**config.mk**
```make
export PLATFORM = sky130hd
export DESIGN_NAME = reduction_schedule_generator_flat
export DESIGN_NICKNAME = d
export VERILOG_FILES = /design/src/rtl/rsg_pkg.sv /design/src/rtl/rsg_req_if.sv /design/src/rtl/rsg_rsp_if.sv /design/src/rtl/rsg_useq.sv /design/src/rtl/rsg_dpath.sv /design/src/rtl/reduction_schedule_generator.sv /design/src/flat_wrapper.sv
export VERILOG_INCLUDE_DIRS = /design/src /design/src/rtl
export SDC_FILE = /design/constraint.sdc
export NUM_CORES = 1
export LEC_CHECK = 0
export BUFFER_PORTS_ARGS = -buffer_cell sky130_fd_sc_hd__buf_2
export CAP_MARGIN = 20
export CORE_MARGIN = 10
export CORE_UTILIZATION = 59
export CTS_CLUSTER_DIAMETER = 200
export DETAILED_ROUTE_END_ITERATION = 16
export GPL_TIMING_DRIVEN = 0
export PLACE_DENSITY = 0.78
export SLEW_MARGIN = 20
export SYNTH_ARGS = -nofsm -noshare
export SYNTH_HDL_FRONTEND = slang
export SYNTH_SLANG_ARGS = --single-unit
```
**constraint.sdc**
```tcl
create_clock -name clk -period 4.22 [get_ports clk]
set_input_delay 0.633 -clock clk [delete_from_list [all_inputs] [get_ports clk]]
set_output_delay 0.633 -clock clk [all_outputs]
set_load 0.005 [all_outputs]
```
**src/rtl/assert_macros.svh**
```systemverilog
// Assertion macros shared by the reduction schedule generator modules.
// Each macro expects signals named clk and arst_n in the enclosing module.
`ifndef ASSERT_MACROS_SVH
`define ASSERT_MACROS_SVH

// Plain property that must hold at every clock edge out of reset.
`define RSG_ASSERT(lbl, prop, msg) \
	lbl: assert property (@(posedge clk) disable iff (!arst_n) (prop)) else $error(msg);

// Same-cycle implication.
`define RSG_ASSERT_IMP(lbl, ante, cons, msg) \
	lbl: assert property (@(posedge clk) disable iff (!arst_n) (ante) |-> (cons)) \
		else $error(msg);

// Next-cycle implication.
`define RSG_ASSERT_NEXT(lbl, ante, cons, msg) \
	lbl: assert property (@(posedge clk) disable iff (!arst_n) (ante) |=> (cons)) \
		else $error(msg);

`endif

```
**src/rtl/rsg_pkg.sv**
```systemverilog
`timescale 1ns / 1ps
// ----------------------------------------------------------------------------
// Reduction schedule generator package
// Shared constants, microcode word layout, control program and the control
// and status bundles passed between sequencer and datapath.
// ----------------------------------------------------------------------------
package rsg_pkg;

	localparam int RSG_MAX_NODES   = 32;
	localparam int RSG_MAX_ACTIONS = 64;
	localparam int RESULT_CAP      = 63;

	localparam int NODE_W     = 5;
	localparam int COUNT_W    = 6;
	localparam int PAT_W      = 2;
	localparam int CFG_IDX_W  = 1;
	localparam int CFG_DATA_W = 6;

	localparam logic [CFG_IDX_W-1:0] CFG_PATTERN    = 1'd0;
	localparam logic [CFG_IDX_W-1:0] CFG_NODE_COUNT = 1'd1;

	localparam logic [PAT_W-1:0] PAT_STAR = 2'd0;
	localparam logic [PAT_W-1:0] PAT_ALL  = 2'd1;
	localparam logic [PAT_W-1:0] PAT_BFLY = 2'd2;

	localparam logic [PAT_W-1:0]   PATTERN_RST    = PAT_BFLY;
	localparam logic [COUNT_W-1:0] NODE_COUNT_RST = 6'd32;
	localparam logic [NODE_W-1:0]  HUB_NODE       = 5'd0;

	typedef enum logic [2:0] {
		PS_SELF,
		PS_HUB,
		PS_J,
		PS_I_MINUS_M,
		PS_I_PLUS_M,
		PS_PARTNER
	} peer_sel_t;

	typedef enum logic [2:0] {
		G_NEVER,
		G_ALWAYS,
		G_GOOD,
		G_J_NOT_HUB,
		G_J_NOT_SELF,
		G_HAS_OUT,
		G_K_ACTIVE
	} guard_t;

	typedef enum logic [2:0] {
		JC_NEXT,
		JC_GOTO,
		JC_JLOOP,
		JC_KEXIT,
		JC_KNEXT,
		JC_DISPATCH,
		JC_END
	} jcond_t;

	typedef logic [3:0] uc_addr_t;

	localparam uc_addr_t UA_START     = 4'd0;
	localparam uc_addr_t UA_BAD       = 4'd1;
	localparam uc_addr_t UA_STAR_LEAF = 4'd2;
	localparam uc_addr_t UA_STAR_LRX  = 4'd3;
	localparam uc_addr_t UA_STAR_HUB  = 4'd4;
	localparam uc_addr_t UA_STAR_HTX  = 4'd5;
	localparam uc_addr_t UA_A2A_TX    = 4'd6;
	localparam uc_addr_t UA_A2A_RX    = 4'd7;
	localparam uc_addr_t UA_BF_OUT    = 4'd8;
	localparam uc_addr_t UA_BF_ORX    = 4'd9;
	localparam uc_addr_t UA_BF_IN     = 4'd10;
	localparam uc_addr_t UA_BF_KTX    = 4'd11;
	localparam uc_addr_t UA_BF_KRX    = 4'd12;
	localparam uc_addr_t UA_BF_ITX    = 4'd13;
	localparam uc_addr_t UA_END       = 4'd14;

	typedef struct packed {
		guard_t    guard;
		peer_sel_t peer;
		logic      recv;
		logic      js;
		logic      red;
		logic      bad;
		jcond_t    jc;
		uc_addr_t  target;
	} uc_word_t;

	typedef struct packed {
		logic      emit;
		peer_sel_t peer;
		logic      recv;
		logic      js;
		logic      red;
		logic      bad;
		logic      j_inc;
		logic      j_clr;
		logic      k_shift;
		logic      finish;
	} rsg_ctrl_t;

	typedef struct packed {
		logic             bad;
		logic [PAT_W-1:0] pattern;
		logic             i_hub;
		logic             outlier;
		logic             has_out;
		logic             j_more;
		logic             j_not_hub;
		logic             j_not_self;
		logic             k_active;
		logic             at_limit;
		logic             pend_valid;
		logic             stall;
	} rsg_stat_t;

	function automatic uc_word_t uc_rom(input uc_addr_t a);
		uc_word_t w;
		unique case (a)
			UA_START:     w = '{G_GOOD, PS_SELF, 1'b1, 1'b0, 1'b1, 1'b0, JC_DISPATCH, UA_START};
			UA_BAD:       w = '{G_ALWAYS, PS_HUB, 1'b0, 1'b0, 1'b0, 1'b1, JC_GOTO, UA_END};
			UA_STAR_LEAF: w = '{G_ALWAYS, PS_HUB, 1'b0, 1'b0, 1'b0, 1'b0, JC_NEXT, UA_END};
			UA_STAR_LRX:  w = '{G_ALWAYS, PS_HUB, 1'b1, 1'b0, 1'b0, 1'b0, JC_GOTO, UA_END};
			UA_STAR_HUB:  w = '{G_J_NOT_HUB, PS_J, 1'b1, 1'b0, 1'b1, 1'b0, JC_JLOOP, UA_STAR_HTX};
			UA_STAR_HTX:  w = '{G_J_NOT_HUB, PS_J, 1'b0, 1'b0, 1'b0, 1'b0, JC_JLOOP, UA_END};
			UA_A2A_TX:    w = '{G_J_NOT_SELF, PS_J, 1'b0, 1'b0, 1'b0, 1'b0, JC_JLOOP, UA_A2A_RX};
			UA_A2A_RX:    w = '{G_J_NOT_SELF, PS_J, 1'b1, 1'b0, 1'b1, 1'b0, JC_JLOOP, UA_END};
			UA_BF_OUT:    w = '{G_ALWAYS, PS_I_MINUS_M, 1'b0, 1'b0, 1'b0, 1'b0, JC_NEXT, UA_END};
			UA_BF_ORX:    w = '{G_ALWAYS, PS_I_MINUS_M, 1'b1, 1'b0, 1'b0, 1'b0, JC_GOTO, UA_END};
			UA_BF_IN:     w = '{G_HAS_OUT, PS_I_PLUS_M, 1'b1, 1'b1, 1'b1, 1'b0, JC_NEXT, UA_END};
			UA_BF_KTX:    w = '{G_K_ACTIVE, PS_PARTNER, 1'b0, 1'b0, 1'b0, 1'b0, JC_KEXIT, UA_BF_ITX};
			UA_BF_KRX:    w = '{G_ALWAYS, PS_PARTNER, 1'b1, 1'b1, 1'b1, 1'b0, JC_KNEXT, UA_BF_KTX};
			UA_BF_ITX:    w = '{G_HAS_OUT, PS_I_PLUS_M, 1'b0, 1'b0, 1'b0, 1'b0, JC_GOTO, UA_END};
			UA_END:       w = '{G_NEVER, PS_HUB, 1'b0, 1'b0, 1'b0, 1'b0, JC_END, UA_END};
			default:      w = '{G_NEVER, PS_HUB, 1'b0, 1'b0, 1'b0, 1'b0, JC_END, UA_END};
		endcase
		return w;
	endfunction

endpackage

```
**src/rtl/rsg_req_if.sv**
```systemverilog
`timescale 1ns / 1ps
// ----------------------------------------------------------------------------
// Request channel
// Carries one node number per request under a valid/ready handshake.
// ----------------------------------------------------------------------------
interface rsg_req_if;
	import rsg_pkg::*;

	logic              valid;
	logic              ready;
	logic [NODE_W-1:0] node_id;

	modport source (output valid, output node_id, input ready);
	modport sink (input valid, input node_id, output ready);
endinterface

```
**src/rtl/rsg_rsp_if.sv**
```systemverilog
`timescale 1ns / 1ps
// ----------------------------------------------------------------------------
// Action channel
// Carries one reduction action per transfer under a valid/ready handshake.
// ----------------------------------------------------------------------------
interface rsg_rsp_if;
	import rsg_pkg::*;

	logic              valid;
	logic              ready;
	logic [NODE_W-1:0] peer_id;
	logic              receive;
	logic              jumpstart;
	logic              reduce;
	logic              bad_request;
	logic              last;

	modport source (
		output valid, output peer_id, output receive, output jumpstart,
		output reduce, output bad_request, output last, input ready
	);
	modport sink (
		input valid, input peer_id, input receive, input jumpstart,
		input reduce, input bad_request, input last, output ready
	);
endinterface

```
**src/rtl/rsg_useq.sv**
```systemverilog
`timescale 1ns / 1ps
// ----------------------------------------------------------------------------
// Reduction schedule microsequencer
// Steps through the control program, evaluates guards and jumps, and drives
// the datapath with one control bundle per cycle, holding the bundle while the datapath stalls.
// ----------------------------------------------------------------------------
`include "assert_macros.svh"

module rsg_useq (
	input  logic              clk,
	input  logic              arst_n,
	input  logic              start,
	input  rsg_pkg::rsg_stat_t stat,
	output rsg_pkg::rsg_ctrl_t ctrl,
	output logic              busy
);
	import rsg_pkg::*;

	uc_addr_t pc_q;
	logic     busy_q;
	uc_word_t uw;
	logic     guard_ok;
	logic     emit;
	uc_addr_t disp_target;
	uc_addr_t pc_next;

	always_comb begin
		uw = uc_rom(pc_q);
	end

	always_comb begin
		unique case (uw.guard)
			G_NEVER:      guard_ok = 1'b0;
			G_ALWAYS:     guard_ok = 1'b1;
			G_GOOD:       guard_ok = !stat.bad;
			G_J_NOT_HUB:  guard_ok = stat.j_not_hub;
			G_J_NOT_SELF: guard_ok = stat.j_not_self;
			G_HAS_OUT:    guard_ok = stat.has_out;
			G_K_ACTIVE:   guard_ok = stat.k_active;
			default:      guard_ok = 1'b0;
		endcase
		emit = busy_q && guard_ok;
	end

	always_comb begin
		priority if (stat.bad) begin
			disp_target = UA_BAD;
		end else begin
			unique case (stat.pattern)
				PAT_STAR: disp_target = stat.i_hub ? UA_STAR_HUB : UA_STAR_LEAF;
				PAT_ALL:  disp_target = UA_A2A_TX;
				PAT_BFLY: disp_target = stat.outlier ? UA_BF_OUT : UA_BF_IN;
				default:  disp_target = UA_BAD;
			endcase
		end
	end

	always_comb begin
		priority if (emit && stat.at_limit) begin
			pc_next = UA_END;
		end else begin
			unique case (uw.jc)
				JC_NEXT:     pc_next = uc_addr_t'(pc_q + 1'b1);
				JC_GOTO:     pc_next = uw.target;
				JC_JLOOP:    pc_next = stat.j_more ? pc_q : uw.target;
				JC_KEXIT:    pc_next = stat.k_active ? uc_addr_t'(pc_q + 1'b1) : uw.target;
				JC_KNEXT:    pc_next = uw.target;
				JC_DISPATCH: pc_next = disp_target;
				JC_END:      pc_next = UA_END;
				default:     pc_next = UA_END;
			endcase
		end
	end

	always_comb begin
		ctrl.emit    = emit;
		ctrl.peer    = uw.peer;
		ctrl.recv    = uw.recv;
		ctrl.js      = uw.js;
		ctrl.red     = uw.red;
		ctrl.bad     = uw.bad;
		ctrl.j_inc   = busy_q && (uw.jc == JC_JLOOP) && stat.j_more;
		ctrl.j_clr   = busy_q && (uw.jc == JC_JLOOP) && !stat.j_more;
		ctrl.k_shift = busy_q && (uw.jc == JC_KNEXT);
		ctrl.finish  = busy_q && (uw.jc == JC_END);
	end

	always_ff @(posedge clk or negedge arst_n) begin
		if (!arst_n) begin
			busy_q <= 1'b0;
			pc_q   <= UA_START;
		end else if (start) begin
			busy_q <= 1'b1;
			pc_q   <= UA_START;
		end else if (busy_q && !stat.stall) begin
			pc_q <= pc_next;
			if (uw.jc == JC_END) begin
				busy_q <= 1'b0;
			end
		end
	end

	assign busy = busy_q;

	`RSG_ASSERT_IMP(a_finish_has_pending, ctrl.finish, stat.pend_valid, "list ends with no held action")
	`RSG_ASSERT_NEXT(a_finish_releases, ctrl.finish && !stat.stall, !busy_q, "sequencer stays busy after list end")
	`RSG_ASSERT_IMP(a_idle_quiet, !busy_q, !ctrl.emit && !ctrl.finish, "control active while idle")

endmodule

```
**src/rtl/rsg_dpath.sv**
```systemverilog
`timescale 1ns / 1ps
// ----------------------------------------------------------------------------
// Reduction schedule datapath
// Holds the configuration, the request context and loop counters, forms each
// action, and keeps one action in hand so the final one can be marked last.
// ----------------------------------------------------------------------------
`include "assert_macros.svh"

module rsg_dpath #(
	parameter int MAX_NODES   = rsg_pkg::RSG_MAX_NODES,
	parameter int MAX_ACTIONS = rsg_pkg::RSG_MAX_ACTIONS
) (
	input  logic                             clk,
	input  logic                             arst_n,
	input  logic                             cfg_we,
	input  logic [rsg_pkg::CFG_IDX_W-1:0]    cfg_index,
	input  logic [rsg_pkg::CFG_DATA_W-1:0]   cfg_data,
	input  logic                             start,
	input  logic [rsg_pkg::NODE_W-1:0]       node_id,
	input  rsg_pkg::rsg_ctrl_t               ctrl,
	output rsg_pkg::rsg_stat_t               stat,
	rsg_rsp_if.source                        rsp
);
	import rsg_pkg::*;

	localparam int LIMIT = (MAX_ACTIONS < RESULT_CAP) ? MAX_ACTIONS : RESULT_CAP;
	localparam int CNT_W = $clog2(LIMIT + 1);
	localparam logic [COUNT_W-1:0] NODE_CAP = COUNT_W'(MAX_NODES);

	logic [PAT_W-1:0]   pattern_q;
	logic [COUNT_W-1:0] count_q;

	logic [NODE_W-1:0]  i_q;
	logic [COUNT_W-1:0] n_q;
	logic [COUNT_W-1:0] m_q;
	logic               bad_q;
	logic [NODE_W-1:0]  j_q;
	logic [COUNT_W-1:0] kbit_q;
	logic [CNT_W-1:0]   cnt_q;

	logic               pend_v_q;
	logic [NODE_W-1:0]  pend_peer_q;
	logic               pend_recv_q;
	logic               pend_js_q;
	logic               pend_red_q;
	logic               pend_bad_q;

	logic               out_v_q;
	logic [NODE_W-1:0]  out_peer_q;
	logic               out_recv_q;
	logic               out_js_q;
	logic               out_red_q;
	logic               out_bad_q;
	logic               out_last_q;

	logic [COUNT_W-1:0] n_sat;
	logic [COUNT_W-1:0] m_new;
	logic               bad_new;
	logic [NODE_W-1:0]  cand_peer;
	logic               push;
	logic               stall;

	always_comb begin
		n_sat = (count_q > NODE_CAP) ? NODE_CAP : count_q;
		m_new = '0;
		for (int b = 0; b < COUNT_W; b++) begin
			if (n_sat[b]) begin
				m_new = COUNT_W'(1) << b;
			end
		end
		bad_new = ({1'b0, node_id} >= n_sat) || (pattern_q > PAT_BFLY);
	end

	always_comb begin
		unique case (ctrl.peer)
			PS_SELF:      cand_peer = i_q;
			PS_HUB:       cand_peer = HUB_NODE;
			PS_J:         cand_peer = j_q;
			PS_I_MINUS_M: cand_peer = i_q - m_q[NODE_W-1:0];
			PS_I_PLUS_M:  cand_peer = i_q + m_q[NODE_W-1:0];
			PS_PARTNER:   cand_peer = i_q ^ kbit_q[NODE_W-1:0];
			default:      cand_peer = HUB_NODE;
		endcase
	end

	assign push  = (ctrl.emit && pend_v_q) || ctrl.finish;
	assign stall = push && out_v_q && !rsp.ready;

	always_comb begin
		stat.bad        = bad_q;
		stat.pattern    = pattern_q;
		stat.i_hub      = (i_q == HUB_NODE);
		stat.outlier    = ({1'b0, i_q} >= m_q);
		stat.has_out    = (({2'b00, i_q} + {1'b0, m_q}) < {1'b0, n_q});
		stat.j_more     = (({1'b0, j_q} + 1'b1) < n_q);
		stat.j_not_hub  = (j_q != HUB_NODE);
		stat.j_not_self = (j_q != i_q);
		stat.k_active   = (kbit_q < m_q);
		stat.at_limit   = (cnt_q == CNT_W'(LIMIT - 1));
		stat.pend_valid = pend_v_q;
		stat.stall      = stall;
	end

	always_ff @(posedge clk or negedge arst_n) begin
		if (!arst_n) begin
			pattern_q <= PATTERN_RST;
			count_q   <= NODE_COUNT_RST;
			j_q       <= '0;
			kbit_q    <= COUNT_W'(1);
			cnt_q     <= '0;
			pend_v_q  <= 1'b0;
			out_v_q   <= 1'b0;
		end else begin
			if (cfg_we) begin
				if (cfg_index == CFG_PATTERN) begin
					pattern_q <= cfg_data[PAT_W-1:0];
				end
				if (cfg_index == CFG_NODE_COUNT) begin
					count_q <= cfg_data[COUNT_W-1:0];
				end
			end
			if (start) begin
				j_q      <= '0;
				kbit_q   <= COUNT_W'(1);
				cnt_q    <= '0;
				pend_v_q <= 1'b0;
			end else if (!stall) begin
				if (ctrl.j_inc) begin
					j_q <= j_q + 1'b1;
				end else if (ctrl.j_clr) begin
					j_q <= '0;
				end
				if (ctrl.k_shift) begin
					kbit_q <= kbit_q << 1;
				end
				if (ctrl.emit) begin
					pend_v_q <= 1'b1;
					cnt_q    <= cnt_q + 1'b1;
				end else if (ctrl.finish) begin
					pend_v_q <= 1'b0;
				end
			end
			if (push && !stall) begin
				out_v_q <= 1'b1;
			end else if (rsp.ready) begin
				out_v_q <= 1'b0;
			end
		end
	end

	always_ff @(posedge clk) begin
		if (start) begin
			i_q   <= node_id;
			n_q   <= n_sat;
			m_q   <= m_new;
			bad_q <= bad_new;
		end
		if (ctrl.emit && !stall) begin
			pend_peer_q <= cand_peer;
			pend_recv_q <= ctrl.recv;
			pend_js_q   <= ctrl.js;
			pend_red_q  <= ctrl.red;
			pend_bad_q  <= ctrl.bad;
		end
		if (push && !stall) begin
			out_peer_q <= pend_peer_q;
			out_recv_q <= pend_recv_q;
			out_js_q   <= pend_js_q;
			out_red_q  <= pend_red_q;
			out_bad_q  <= pend_bad_q;
			out_last_q <= ctrl.finish;
		end
	end

	assign rsp.valid       = out_v_q;
	assign rsp.peer_id     = out_peer_q;
	assign rsp.receive     = out_recv_q;
	assign rsp.jumpstart   = out_js_q;
	assign rsp.reduce      = out_red_q;
	assign rsp.bad_request = out_bad_q;
	assign rsp.last        = out_last_q;

	`RSG_ASSERT(a_cnt_bound, cnt_q <= CNT_W'(LIMIT), "action count passed the limit")
	`RSG_ASSERT_IMP(a_bad_is_last, rsp.valid && rsp.bad_request, rsp.last, "flagged action not last")

endmodule

```
**src/rtl/reduction_schedule_generator.sv**
```systemverilog
`timescale 1ns / 1ps
// ----------------------------------------------------------------------------
// Reduction schedule generator
// Turns one node number into that node's ordered list of reduction actions
// for the configured pattern (star, all-to-all or butterfly) and node count.
//
//   Channel   Direction  Payload
//   req       in         node_id
//   rsp       out        peer_id, receive, jumpstart, reduce, bad_request, last
//   cfg       in         cfg_index 0 pattern, 1 node_count (write only)
//
// A request runs one microcode step per cycle unless the action channel stalls.
// The next request is taken once the previous list has been fully issued.
// A stalled action channel freezes the sequencer; one action is held back so
// the final one can carry last. Reset restores pattern butterfly, count 32.
// ----------------------------------------------------------------------------
module reduction_schedule_generator #(
	parameter int MAX_NODES   = rsg_pkg::RSG_MAX_NODES,
	parameter int MAX_ACTIONS = rsg_pkg::RSG_MAX_ACTIONS
) (
	input  logic                           clk,
	input  logic                           arst_n,
	input  logic                           cfg_we,
	input  logic [rsg_pkg::CFG_IDX_W-1:0]  cfg_index,
	input  logic [rsg_pkg::CFG_DATA_W-1:0] cfg_data,
	rsg_req_if.sink                        req,
	rsg_rsp_if.source                      rsp
);
	import rsg_pkg::*;

	rsg_ctrl_t ctrl;
	rsg_stat_t stat;
	logic      busy;
	logic      start;

	assign req.ready = !busy;
	assign start     = req.valid && !busy;

	rsg_useq u_useq (
		.clk    (clk),
		.arst_n (arst_n),
		.start  (start),
		.stat   (stat),
		.ctrl   (ctrl),
		.busy   (busy)
	);

	rsg_dpath #(
		.MAX_NODES   (MAX_NODES),
		.MAX_ACTIONS (MAX_ACTIONS)
	) u_dpath (
		.clk       (clk),
		.arst_n    (arst_n),
		.cfg_we    (cfg_we),
		.cfg_index (cfg_index),
		.cfg_data  (cfg_data),
		.start     (start),
		.node_id   (req.node_id),
		.ctrl      (ctrl),
		.stat      (stat),
		.rsp       (rsp)
	);

endmodule
```
**src/flat_wrapper.sv**
```systemverilog
// flat-port wrapper written by rule: the top's interface ports become plain ports
module reduction_schedule_generator_flat import rsg_pkg::*;
#(
	parameter int MAX_NODES   = rsg_pkg::RSG_MAX_NODES,
	parameter int MAX_ACTIONS = rsg_pkg::RSG_MAX_ACTIONS
)
  (clk, arst_n, cfg_we, cfg_index, cfg_data, req_valid, req_node_id, req_ready, rsp_valid, rsp_peer_id, rsp_receive, rsp_jumpstart, rsp_reduce, rsp_bad_request, rsp_last, rsp_ready);
  rsg_req_if req_i ();
  rsg_rsp_if rsp_i ();
  input  logic clk;
  input  logic arst_n;
  input  logic cfg_we;
  input  logic [rsg_pkg::CFG_IDX_W-1:0] cfg_index;
  input  logic [rsg_pkg::CFG_DATA_W-1:0] cfg_data;
  input wire logic [$bits(req_i.valid)-1:0] req_valid;
  input wire logic [$bits(req_i.node_id)-1:0] req_node_id;
  output wire logic [$bits(req_i.ready)-1:0] req_ready;
  output wire logic [$bits(rsp_i.valid)-1:0] rsp_valid;
  output wire logic [$bits(rsp_i.peer_id)-1:0] rsp_peer_id;
  output wire logic [$bits(rsp_i.receive)-1:0] rsp_receive;
  output wire logic [$bits(rsp_i.jumpstart)-1:0] rsp_jumpstart;
  output wire logic [$bits(rsp_i.reduce)-1:0] rsp_reduce;
  output wire logic [$bits(rsp_i.bad_request)-1:0] rsp_bad_request;
  output wire logic [$bits(rsp_i.last)-1:0] rsp_last;
  input wire logic [$bits(rsp_i.ready)-1:0] rsp_ready;
  assign req_i.valid = req_valid;
  assign req_i.node_id = req_node_id;
  assign req_ready = req_i.ready;
  assign rsp_valid = rsp_i.valid;
  assign rsp_peer_id = rsp_i.peer_id;
  assign rsp_receive = rsp_i.receive;
  assign rsp_jumpstart = rsp_i.jumpstart;
  assign rsp_reduce = rsp_i.reduce;
  assign rsp_bad_request = rsp_i.bad_request;
  assign rsp_last = rsp_i.last;
  assign rsp_i.ready = rsp_ready;
  reduction_schedule_generator #(.MAX_NODES(MAX_NODES), .MAX_ACTIONS(MAX_ACTIONS)) u_core (.clk(clk), .arst_n(arst_n), .cfg_we(cfg_we), .cfg_index(cfg_index), .cfg_data(cfg_data), .req(req_i), .rsp(rsp_i));
endmodule
```
# --- After elaboration in Yosys (flattened, before gate mapping) ---
# Memory sizes are Yosys's and may differ from the RTL's.
# Cells that the tools add are included.
# W data, S select, Z words.
op_classes:
  n_addsub: 7
  order_cmp: 7
  n_eq_ne: 22
  muxes: 37
  bitwise: 2
  n_reduce_logical: 46
ops:
  columns: ["op", "count"]
  rows:
  - ["$mux W6", 8]
  - ["$mux W4", 7]
  - ["$pmux W5 S5", 1]
  - ["$eq A3 B3 Y1 const B", 8]
  - ["$mux W5", 4]
  - ["$pmux W4 S5", 1]
  - ["$eq A3 B2 Y1 const B", 6]
  - ["$reduce_and A2 Y1", 8]
  - ["$logic_and A1 B1 Y1", 14]
  - ["$ge A5 B6 Y1", 2]
  - ["$lt A6 B6 Y1", 2]
  - ["$pmux W4 S3", 1]
  - ["$mux W1", 10]
  - ["$reduce_bool A2 Y1", 5]
  - ["$add A5 B6 Y7", 1]
  - ["$lt A7 B6 Y1", 1]
  - ["$add A5 B1 Y6 const B", 1]
  - ["$add A6 B1 Y6 const B", 1]
  - ["$eq A3 B1 Y1 const B", 2]
  - ["$eq A6 B6 Y1 const B", 1]
  - ["$gt A6 B6 Y1 const B", 1]
  - ["$logic_not A3 Y1", 2]
  - ["$mux W3", 2]
  - ["$pmux W1 S6", 1]
  - ["other kinds (23)", 31]
totals:
  regBits: 69
  romBits: 272
  output_inout_bits: 12
  memories: 1
memory_table:
  columns: ["memory", "words", "word_bits", "rd", "rd_clocked_by_memory_dff", "write_ports", "line_no", "text"]
  rows:
  - ["(name not given)", 16, 17, 1, 0, 0, "rsg_pkg.sv:118", "unique case (a)"]

# --- Logic depth before layout (Yosys ltp) ---
# Gate-level depths: netlist (run 1).
depth:
  depth_word: 12
  depth_mapped: 18
  mapped_depth_nobuf: 17

# --- Hierarchy ---
# Synthesis (run 1) repeated with hierarchy kept, for this count alone.
unflattened:
  cells_unflattened: 487
  hier_area_um2: 4780.8
by_module_without_submodules:
  columns: ["module", "instances", "cells_each", "area_each_um2", "seq_area_each_um2"]
  rows:
  - ["rsg_dpath", 1, 344, 3738.6, 1790.5]
  - ["rsg_useq", 1, 141, 1032.2, 125.1]
  - ["reduction_schedule_generator", 1, 2, 10.0, 0.0]

# --- Worst setup path before layout (run 1) ---
# Ideal clock, no wire load.
synth_timing:
  path_kind: "register -> register"
  startpoint: "register u_core.u_dpath.i_q[0]"
  endpoint: "register u_core.u_dpath.out_bad_q, in the netlist u_core.u_dpath.rsp.bad_request, enable pin"
  setup_time_ns: 0.376
  arrival_ns: 3.326
  path_slack_ns: 0.518
  stages_incl_launch_ff: 15
  n_path_buf: 0
  period_less_slack_ns: 3.702
  cell_sequence: "edfxtp_1 ha_1 fa_1 a21oi_1 nor2_1 nor2_1 xor2_1 ha_1 a21oi_1 o21ai_0 a2111oi_2 nor3_2 nor2b_1 a21oi_1 nor2_1"
synth_between:
  elab_chain_len: 10
  word_cells_on_any_way: 11
synth_lines:
  columns: ["item", "line_no", "text"]
  rows:
  - ["start, declared", "rsg_dpath.sv:33", "logic [NODE_W-1:0] i_q;"]
  - ["start signal, assigned", "rsg_dpath.sv:153", "i_q <= node_id;"]
  - ["$add A5 B6 Y7", "rsg_dpath.sv:94", "stat.has_out = (({2'b00, i_q} + {1'b0, m_q}) < {1'b0, n_q});"]
  - ["$lt A7 B6 Y1", "rsg_dpath.sv:94", null]
  - ["$pmux W1 S6 (*)", "rsg_useq.sv:32", "unique case (uw.guard)"]
  - ["$logic_and A1 B1 Y1 (*)", "rsg_useq.sv:42", "emit = busy_q && guard_ok;"]
  - ["$logic_and A1 B1 Y1 (*)", "rsg_dpath.sv:86", "assign push = (ctrl.emit && pend_v_q) || ctrl.finish;"]
  - ["$logic_or A1 B1 Y1 (*)", "rsg_dpath.sv:86", null]
  - ["$logic_and A1 B1 Y1 (2 in series)", "rsg_dpath.sv:87", "assign stall = push && out_v_q && !rsp.ready;"]
  - ["$logic_not A1 Y1", "rsg_dpath.sv:165", "if (push && !stall) begin"]
  - ["$logic_and A1 B1 Y1 (*)", "rsg_dpath.sv:165", null]
  - ["end signal, assigned", "rsg_dpath.sv:170", "out_bad_q <= pend_bad_q;"]
  - ["end, declared", "rsg_dpath.sv:53", "logic out_bad_q;"]
# Mark *: on every way between the ends. The rest lies on a longest branch, timed or not.
# A chain may end at the register's enable or synchronous reset.

# --- Worst setup path in the final report (run 1) ---
layout_timing:
  startpoint: "register u_core.u_dpath.i_q[0]"
  endpoint: "register u_core.u_dpath.out_last_q, in the netlist u_core.u_dpath.rsp.last, enable pin"
layout_between:
  elab_chain_len: 10
  word_cells_on_any_way: 11
layout_lines:
  columns: ["item", "line_no", "text"]
  rows:
  - ["$add A5 B6 Y7", "rsg_dpath.sv:94", null]
  - ["$lt A7 B6 Y1", "rsg_dpath.sv:94", null]
  - ["$pmux W1 S6 (*)", "rsg_useq.sv:32", null]
  - ["$logic_and A1 B1 Y1 (*)", "rsg_useq.sv:42", null]
  - ["$logic_and A1 B1 Y1 (*)", "rsg_dpath.sv:86", null]
  - ["$logic_or A1 B1 Y1 (*)", "rsg_dpath.sv:86", null]
  - ["$logic_and A1 B1 Y1 (2 in series)", "rsg_dpath.sv:87", null]
  - ["$logic_not A1 Y1", "rsg_dpath.sv:165", null]
  - ["$logic_and A1 B1 Y1 (*)", "rsg_dpath.sv:165", null]
  - ["end signal, assigned", "rsg_dpath.sv:171", "out_last_q <= ctrl.finish;"]
  - ["end, declared", "rsg_dpath.sv:54", "logic out_last_q;"]
# Marks and branches as above.

==> flow_summary.toml, run 1 <==
[grt]
first_global_vias = 3771
overflow = 0
grt_pass1_wl_um = 17900
grtUsageTotal = 0.194
grt_start_max_net_pins = 33
antenna_found_initial = 0

[synthesis]
syn-cell-area_um2 = 4630
ys_seq_area_frac = 0.414
synth.top_cell.area_share = 0.240
synth_enable_flop_cells = 37
ys.warnings.count = 0
synth_area_per_cell_um2 = 9.91
ys.flop_type = "edfxtp_1"
synth-seq-cells = 69
syn_inst = 467
synth.distinct_cells = 62
async_flop_share = 0.464
yosysTopAreaCell = "edfxtp_1"
postSynthNetCount = 531
synth_area_leaders = "edfxtp_1 24%, dfrtp_1 16%, ha_1 12%"

[worst_setup_path]
reg2reg_slack_ns = 0.31
endpoint_kind = "register"
required_ns = 4.27
path_class = "register to register"
crit_arrival_ns = 3.96
start_kind = "register"
worst-path-max-fanout = 6

[cts]
cts_made_buffers = 9
root_buffer = "clkbuf_8"
holdBufCountCts = 0
clk_latency_ns = 0.37
clkTransAtPathRegs_ns = 0.09
numClockSinks = 69
cts_tree = "yes"
htreeDepth = 3
cts_buffer_depth = 2

[finish]
finalNonFillerCells = 619
fillCellCount = 616
finish.instance_area_um2 = 5190
drive_gt1_frac = 0.164
layout_common_cells = "45 x nand2_1, 45 x ha_1, 39 x inv_1"
final_util = 0.675
antenna_cells = 0
area_growth_pct = 12.2
nets = 576

[timing]
worst_pin_slew_ns = 0.956
hold_slack_ns = 0.337
maxSlewHeadroom = 0.363
setup_tns_ns = 0
rsz0062_at_grt = "no"
period_needed_ns = 3.91
fin_crit_sh = 0.926
hold_viol = 0
finalSetupViolations = 0
fmax_mhz = 256
fin_skew_ns = 0.0127
drv_slew = 0

[run_status]
status = "complete, no violations"

[placement]
io_buffers = 28
dpl-instance-area_um2 = 4890
place_hpwl_um = 8390
gp_congestion = 0.946
place_inst = 597

[floorplan]
io_pins = 29
die_x_um = 109
core_area_um2 = 7690
initial_utilization = 0.602
dieArea_um2 = 11800
rows = 32
die_h_um = 109

[detailed_routing]
vias = 3676
dr.pass1.iters = 4
wl_um = 10900
drtIter0Drc = 212
ant_nets = 0
drcViolationCount = 0
via_per_inst = 5.94
wire_per_inst_um = 17.7

[hold_path]
hold_path.class = "primary input to asynchronous set/reset pin"

[power]
leakage_uw = 0.00233
ir_drop_mv = 0.284
p_per_area_nw_per_um2 = 774

[run]
cap_violations = 0
==> state kept, by name (all words and copies together) (netlist names), 2 cells and up <==
register / cells
u_core.u_dpath.pend_peer_q: 5
u_core.u_dpath.n_q: 6
u_core.u_dpath.cnt_q: 6
u_core.u_dpath.m_q: 6
u_core.u_dpath.rsp.peer_id: 5
u_core.u_dpath.pattern_q: 2
u_core.u_dpath.kbit_q: 6
u_core.u_useq.pc_q: 4
u_core.u_dpath.count_q: 6
u_core.u_dpath.j_q: 5
u_core.u_dpath.i_q: 5
==> metal layers <==
| metal | wire (µm) | share of wire | vias to the layer above | GRT usage |
|---|---|---|---|---|
| li1 | - | - | 1778 | - |
| met1 | 4420 | 0.40 | 1751 | 0.212 |
| met2 | 5530 | 0.51 | 114 | 0.340 |
| met3 | 577 | 0.053 | 33 | 0.0458 |
| met4 | 406 | 0.037 | 0 | 0.104 |
| met5 | 0 | 0 | - | 0 |
==> stage by stage <==
| step | power, µW | setup WS [ns] |
|---|---|---|
| 2_1_floorplan | 2690 | 0.518 |
| 3_3_place_gp | 3170 | -0.0893 |
| 3_5_place_dp | 3240 | -0.179 |
| 4_1_cts | 3900 | 0.143 |
| 5_1_grt | 4320 | 0.0476 |
| 6_report | 4020 | 0.311 |
==> power breakdown <==
group	switching (µW)	total, µW	internal (µW)
clock network	283	626	343
logic	1280	2170	884
registers	184	1220	1040
==> logic make-up after synthesis <==
family	after synthesis	synth area share
AO/OA/AOI/OAI	114	0.164
AND/OR/NAND/NOR	146	0.162
flip-flops	69	0.414
adder cells (fa/ha/maj)	47	0.130
XOR/XNOR	23	0.0435
multiplexers	18	0.0416
buffers and inverters	50	0.0446
==> final cells by class <==
type,instances,area (µm²),area share
multi-input cells,349,2540,0.488
flip-flops and latches,69,1920,0.369
inverters,39,146,0.0282
clock inverters,7,105,0.0202
clock buffers,9,124,0.0239
repair buffers,33,178,0.0342
well taps,102,128,0.0246
plain buffers,11,60.1,0.0116
==> worst max-delay path: stages, from the launching register on <==
cell	delay, ns
edfxtp_1	0.54
ha_1	0.32
fa_1	0.42
a21oi_1	0.22
nor2_1	0.06
nor2_1	0.11
xor2_1	0.22
ha_1	0.28
a21oi_1	0.13
o21ai_0	0.18
a2111oi_4	0.46
nor3_2	0.11
nor2b_1	0.13
a21oi_1	0.16
nor2_2	0.25
==> cell usage after synthesis (4+ instances only) <==
cell and n:
ha_1 45, nand2_1 45, inv_1 39, edfxtp_1 37, o21ai_0 33, dfrtp_1 29
a21oi_1 28, nor2_1 25, nand2b_1 14, nor2b_1 13, xnor2_1 13, nand3_1 12
mux2_2 10, xor2_1 10, nor3_1 9, a21o_1 8, mux2i_1 8, clkbuf_1 5
o21a_1 5, a221oi_1 4, a22o_1 4, o211ai_1 4
==> path summary, 6_finish.rpt <==
check	end	start	depth (start not counted)
max	u_core.u_dpath.rsp.last$_DFFE_PP_	u_core.u_dpath.i_q[0]$_DFFE_PP_	14
min	u_core.u_dpath.pattern_q[0]$_DFFE_PN0P_	arst_n	1
max reg2reg	u_core.u_dpath.rsp.last$_DFFE_PP_	u_core.u_dpath.i_q[0]$_DFFE_PP_	14
min reg2reg	u_core.u_dpath.rsp.reduce$_DFFE_PP_	u_core.u_dpath.pend_red_q$_DFFE_PP_	0
max in group asynchronous	u_core.u_dpath.pend_v_q$_DFFE_PN0P_	arst_n	1
min in group clk	u_core.u_dpath.rsp.reduce$_DFFE_PP_	u_core.u_dpath.pend_red_q$_DFFE_PP_	0
==> repair_timing <==
action / 4_1_cts / 5_1_grt
gates resized for setup: 3 / 1
endpoints found under the setup margin: 12 / 36
pin swaps: 0 / 3
gates cloned: 0 / 1
endpoints found under the hold margin: 0 / 0
buffers inserted: 0 / 5
Note: power is estimated with default switching activity, not from simulation.
==> run 2: changes to the inputs <==
--- a/config.mk
+++ b/config.mk
@@ -9,11 +9,12 @@
 export BUFFER_PORTS_ARGS = -buffer_cell sky130_fd_sc_hd__buf_2
 export CAP_MARGIN = 20
 export CORE_MARGIN = 10
-export CORE_UTILIZATION = 59
+export CORE_UTILIZATION = 45
+export CTS_BUF_LIST = sky130_fd_sc_hd__clkbuf_8
 export CTS_CLUSTER_DIAMETER = 200
 export DETAILED_ROUTE_END_ITERATION = 16
 export GPL_TIMING_DRIVEN = 0
-export PLACE_DENSITY = 0.78
+export PLACE_DENSITY = 0.62
 export SLEW_MARGIN = 20
 export SYNTH_ARGS = -nofsm -noshare
 export SYNTH_HDL_FRONTEND = slang
==> run 2 against run 1 <==
Against the previous run:
- clock power down 3%
- via count fell by 4.8%
- register-to-register slack worse by 0.04 ns
- critical path type unchanged
- clock skew up 0.0027 ns
- total power shrank 3.4%
- global-route usage is 4.0 points lower
- flip-flop and latch count did not move
- setup slack worse by 0.039 ns
- routed wire length down 0.69%
==> flow_summary.toml, run 2 (synthesis results as in run 1) <==
[finish]
drive_gt1_frac = 0.155
layout_common_cells = "45 x nand2_1, 45 x ha_1, 39 x inv_1"
seqCellArea_um2 = 1920
area_growth_pct = 12.0
final_util = 0.523
finish.instance_area_um2 = 5180
nets = 570
fillCellCount = 939
antenna_cells = 0
multi_input_area_um2 = 2530

[worst_setup_path]
ff2ff_path_depth = 15
cp_slowest_cell = "a2111oi_4"
endpoint_kind = "register"
max_stage_delay_ns = 0.54
cp_num_cells = 15
start_kind = "register"
worst-path-max-fanout = 10
crit_family = "compound AO/OA/AOI/OAI gates"
critPathBufInv = 1
path_class = "register to register"
required_ns = 4.49
crit_arrival_ns = 4.22
path_cells = "ha_1 -> fa_1 -> a21oi_1 -> nor2_1 -> nor2_1 -> xor2_1 -> ha_1 -> a21oi_1 -> o21ai_0 -> a2111oi_4 -> nor3_2 -> o211ai_1 -> buf_2 -> nand3_1 -> o21ai_0"

[floorplan]
rows = 36
initial_utilization = 0.467
io_pins = 29
die_h_um = 121
dieArea_um2 = 14700
die_x_um = 121
core_area_um2 = 9910

[grt]
grtUsageTotal = 0.154
overflow = 0
first_global_vias = 3493
grt_pass1_wl_um = 17900
grt_start_max_net_pins = 33
antenna_found_initial = 0

[run_status]
status = "complete, no violations"

[timing]
rsz0062_at_grt = "no"
maxSlewHeadroom = 0.432
finalSetupViolations = 0
worst_pin_slew_ns = 0.852
fmax_mhz = 253
hold_viol = 0
fin_crit_sh = 0.936
period_needed_ns = 3.95
fin_skew_ns = 0.0153
drv_slew = 0

[detailed_routing]
dr.pass1.iters = 4
drtIter0Drc = 203
wire_per_inst_um = 16.9
vias = 3498
ant_nets = 0
drcViolationCount = 0
wl_um = 10900
via_per_inst = 5.43

[cts]
clk_latency_ns = 0.35
cts_made_buffers = 9
cts_tree = "yes"
htreeDepth = 3
root_buffer = "clkbuf_8"
holdBufCountCts = 0
cts_buffer_depth = 2
numClockSinks = 69
clkTransAtPathRegs_ns = 0.09

[power]
switching_share = 0.434
combPwrFrac = 0.528
switchingPower_uw = 1680
p_seq_frac = 0.315
ir_drop_mv = 0.248
intPower_uw = 2200
p_per_area_nw_per_um2 = 749
p_clk_frac = 0.157
leakage_uw = 0.00229

[placement]
dpl-instance-area_um2 = 4930
io_buffers = 28
gp_congestion = 0.900
place_hpwl_um = 8410

[hold_path]
hold_path.class = "primary input to asynchronous set/reset pin"

[run]
cap_violations = 0
run 2: cell count changes in the layout (fill, tap and decap cells not counted):
cell	delta
nor2_2	-1
clkinv_2	+1
inv_6	-2
inv_8	-1
clkinv_4	+2
buf_4	-5
run 2: power groups by stage:
| stage | clock, µW | sequential [µW] | combinational (µW) |
|---|---|---|---|
| floorplan | 0 | 1190 | 1500 |
| global placement | 0 | 1240 | 1970 |
| detailed placement | 0 | 1240 | 2010 |
| CTS | 625 | 1220 | 2040 |
| global route | 654 | 1250 | 2320 |
| finish | 609 | 1220 | 2050 |
run 2: path summary, 6_finish.rpt:
kind                                                          start                               endpoint  slack [ns]
min in group clk                u_core.u_dpath.pend_red_q$_DFFE_PP_    u_core.u_dpath.rsp.reduce$_DFFE_PP_        0.42
max in group asynchronous                                    arst_n   u_core.u_dpath.rsp.valid$_DFFE_PN0P_        3.35
worst min register to register  u_core.u_dpath.pend_red_q$_DFFE_PP_    u_core.u_dpath.rsp.reduce$_DFFE_PP_        0.42
worst max register to register      u_core.u_dpath.i_q[0]$_DFFE_PP_   u_core.u_dpath.kbit_q[2]$_DFFE_PN0P_        0.27
worst max-delay path                u_core.u_dpath.i_q[0]$_DFFE_PP_   u_core.u_dpath.kbit_q[2]$_DFFE_PN0P_        0.27
worst min-delay path                                         arst_n  u_core.u_dpath.count_q[1]$_DFFE_PN0P_        0.37
run 2: area by class of cell:
type / instances / area share
Buffer: 11 / 0.0116
Clock inverter: 7 / 0.0191
Tap cell: 133 / 0.0321
Timing Repair Buffer: 28 / 0.0270
Multi-Input combinational cell: 348 / 0.488
Clock buffer: 9 / 0.0239
Sequential cell: 69 / 0.370
Inverter: 39 / 0.0283
run 2: routing by layer:
layer  GRT usage  vias up  wire [µm]  part of all wire
met2       0.257       71       5220              0.48
met4      0.0514        0        189             0.017
met3      0.0326       16        437             0.040
met5           0        -          0                 0
li1            -     1759          -                 -
met1       0.192     1652       5010              0.46
run 2: through the flow:
| step | TNS (ns) | setup slack (ns) | std cells | power [µW] | hold slack [ns] |
|---|---|---|---|---|---|
| detailed placement | -1.75 | -0.164 | 628 | 3250 | 0.405 |
| global placement | -1.69 | -0.157 | 628 | 3210 | 0.402 |
| CTS | 0 | 0.0167 | 644 | 3890 | 0.384 |
| floorplan | 0 | 0.518 | 467 | 2690 | 0.337 |
| global route | 0 | 0.0451 | 644 | 4230 | 0.414 |
| finish | 0 | 0.272 | 644 | 3880 | 0.365 |
run 2: worst register-to-register path: stages, from the launching register on:
cell and delay [ns]:
edfxtp_1 0.53, ha_1 0.32, fa_1 0.43, a21oi_1 0.22, nor2_1 0.06, nor2_1 0.11, xor2_1 0.16, ha_1 0.27
a21oi_1 0.14, o21ai_0 0.17, a2111oi_4 0.54, nor3_2 0.11, o211ai_1 0.37, buf_2 0.27, nand3_1 0.09, o21ai_0 0.10
run 2: repair_timing:
item	in CTS	in global routing
buffers inserted	0	0
pin swaps	0	0
setup endpoints to repair	12	20
gates resized for setup	2	2
==> run 3: changes to the inputs <==
--- a/config.mk
+++ b/config.mk
@@ -8,11 +8,12 @@
 export LEC_CHECK = 0
 export BUFFER_PORTS_ARGS = -buffer_cell sky130_fd_sc_hd__buf_2
 export CAP_MARGIN = 20
-export CORE_MARGIN = 10
+export CORE_MARGIN = 2
 export CORE_UTILIZATION = 45
 export CTS_BUF_LIST = sky130_fd_sc_hd__clkbuf_8
 export CTS_CLUSTER_DIAMETER = 200
 export DETAILED_ROUTE_END_ITERATION = 16
+export GPL_ROUTABILITY_DRIVEN = 0
 export GPL_TIMING_DRIVEN = 0
 export PLACE_DENSITY = 0.62
 export SLEW_MARGIN = 20
==> run 3 against run 2 <==
Against the previous run:
- final cell count is 1.6% higher
- clock power shrank 7.2%
- critical endpoint is now u_core.u_dpath.rsp.last$_DFFE_PP_
- setup slack better by 0.010 ns
- sequential share of layout area decreased by 0.29 points
- largest cell class unchanged
==> flow_summary.toml, run 3 (synthesis results as in run 1) <==
[run_status]
status = "complete, no violations"

[timing]
finalSetupViolations = 0
period_needed_ns = 3.94
fin_crit_sh = 0.933
fin_skew_ns = 0.0136
finalWorstSetupSlack_ns = 0.282
maxSlewHeadroom = 0.418
setup_tns_ns = 0
worst_pin_slew_ns = 0.871
hold_viol = 0
drv_slew = 0
fmax_mhz = 254

[grt]
first_global_vias = 3623
grtUsageTotal = 0.205
grt_pass1_wl_um = 17900
overflow = 0
grt_start_max_net_pins = 33
antenna_found_initial = 0

[worst_setup_path]
endpoint_kind = "register"
crit_arrival_ns = 3.98
path_class = "register to register"
start_kind = "register"
reg2reg_slack_ns = 0.28
worst-path-max-fanout = 6
required_ns = 4.27

[cts]
cts_buffer_depth = 2
htreeDepth = 3
numClockSinks = 69
cts_tree = "yes"
cts_made_buffers = 9
root_buffer = "clkbuf_8"
holdBufCountCts = 0
clk_latency_ns = 0.35
clkTransAtPathRegs_ns = 0.09

[finish]
multi_input_area_um2 = 2540
seqCellArea_um2 = 1920
drive_gt1_frac = 0.166
finalNonFillerCells = 654
nets = 577
layout_common_cells = "45 x nand2_1, 45 x ha_1, 39 x inv_1"
fillCellCount = 937
antenna_cells = 0
area_growth_pct = 12.9
finish.instance_area_um2 = 5220

[power]
leakage_uw = 0.00232
ir_drop_mv = 0.251
power.total_uw = 3990
p_per_area_nw_per_um2 = 763

[floorplan]
initial_utilization = 0.456
dieArea_um2 = 11100
die_x_um = 105
die_h_um = 105
core_area_um2 = 10100
io_pins = 29
rows = 37

[placement]
place_hpwl_um = 8240
place_inst = 631
pre_cts_slack_ns = -0.256
io_buffers = 28
dpl-instance-area_um2 = 4940

[detailed_routing]
drcViolationCount = 0
vias = 3613
dr.pass1.iters = 4
drtIter0Drc = 281
wire_per_inst_um = 16.6
via_per_inst = 5.52
ant_nets = 0
wl_um = 10900

[run]
cap_violations = 0

[hold_path]
hold_path.class = "primary input to asynchronous set/reset pin"
-- run 3: worst paths after layout --
path / endpoint / start / depth (start not counted)
setup / recovery: u_core.u_dpath.rsp.last$_DFFE_PP_ / u_core.u_dpath.i_q[0]$_DFFE_PP_ / 14
hold / removal: u_core.u_dpath.cnt_q[3]$_DFFE_PN0P_ / arst_n / 1
setup reg to reg: u_core.u_dpath.rsp.last$_DFFE_PP_ / u_core.u_dpath.i_q[0]$_DFFE_PP_ / 14
hold reg to reg: u_core.u_dpath.rsp.receive$_DFFE_PP_ / u_core.u_dpath.pend_recv_q$_DFFE_PP_ / 0
max in group asynchronous: u_core.u_dpath.j_q[4]$_DFFE_PN0P_ / arst_n / 1
min in group clk: u_core.u_dpath.rsp.receive$_DFFE_PP_ / u_core.u_dpath.pend_recv_q$_DFFE_PP_ / 0
-- run 3: final cells by class --
type | count | share of cell area
inverters | 39 | 0.0280
repair buffers | 34 | 0.0355
clock buffers | 9 | 0.0237
plain buffers | 11 | 0.0115
multi-input cells | 349 | 0.487
clock inverters | 7 | 0.0153
flip-flops and latches | 69 | 0.367
well taps | 136 | 0.0326
-- run 3: repair_timing --
item / in CTS / in global routing
endpoints found under the setup margin: 21 / 40
pin swaps: 0 / 3
setup buffers: 0 / 6
gates cloned: 0 / 1
gates resized for setup: 3 / 2
-- run 3: power by group --
| group | total (µW) | switching, µW | leakage, µW | internal (µW) |
|---|---|---|---|---|
| clock network | 565 | 283 | 0.0000987 | 281 |
| logic | 2200 | 1290 | 0.00148 | 903 |
| registers | 1230 | 185 | 0.000737 | 1040 |
-- run 3: per-stage QoR --
step / hold slack [ns] / utilization
floorplan: 0.337 / -
global placement: 0.404 / 0.487
detailed placement: 0.405 / 0.487
CTS: 0.370 / 0.508
global route: 0.406 / 0.515
finish: 0.353 / 0.515
-- run 3: routing by layer --
metal / global-route usage / wire, µm / vias up
li1: - / - / 1782
met1: 0.244 / 4670 / 1722
met2: 0.366 / 5480 / 93
met3: 0.0402 / 493 / 16
met4: 0.0733 / 212 / 0
met5: 0 / 0 / -
-- run 3: worst max-delay path, cell delays in order, from the launching register on --
cell	delay, ns
edfxtp_1	0.54
ha_1	0.32
fa_1	0.42
a21oi_1	0.22
nor2_1	0.06
nor2_1	0.12
xor2_1	0.20
ha_1	0.27
a21oi_1	0.14
o21ai_0	0.17
a2111oi_4	0.47
nor3_2	0.15
nor2b_1	0.14
a21oi_1	0.19
nor2_4	0.23
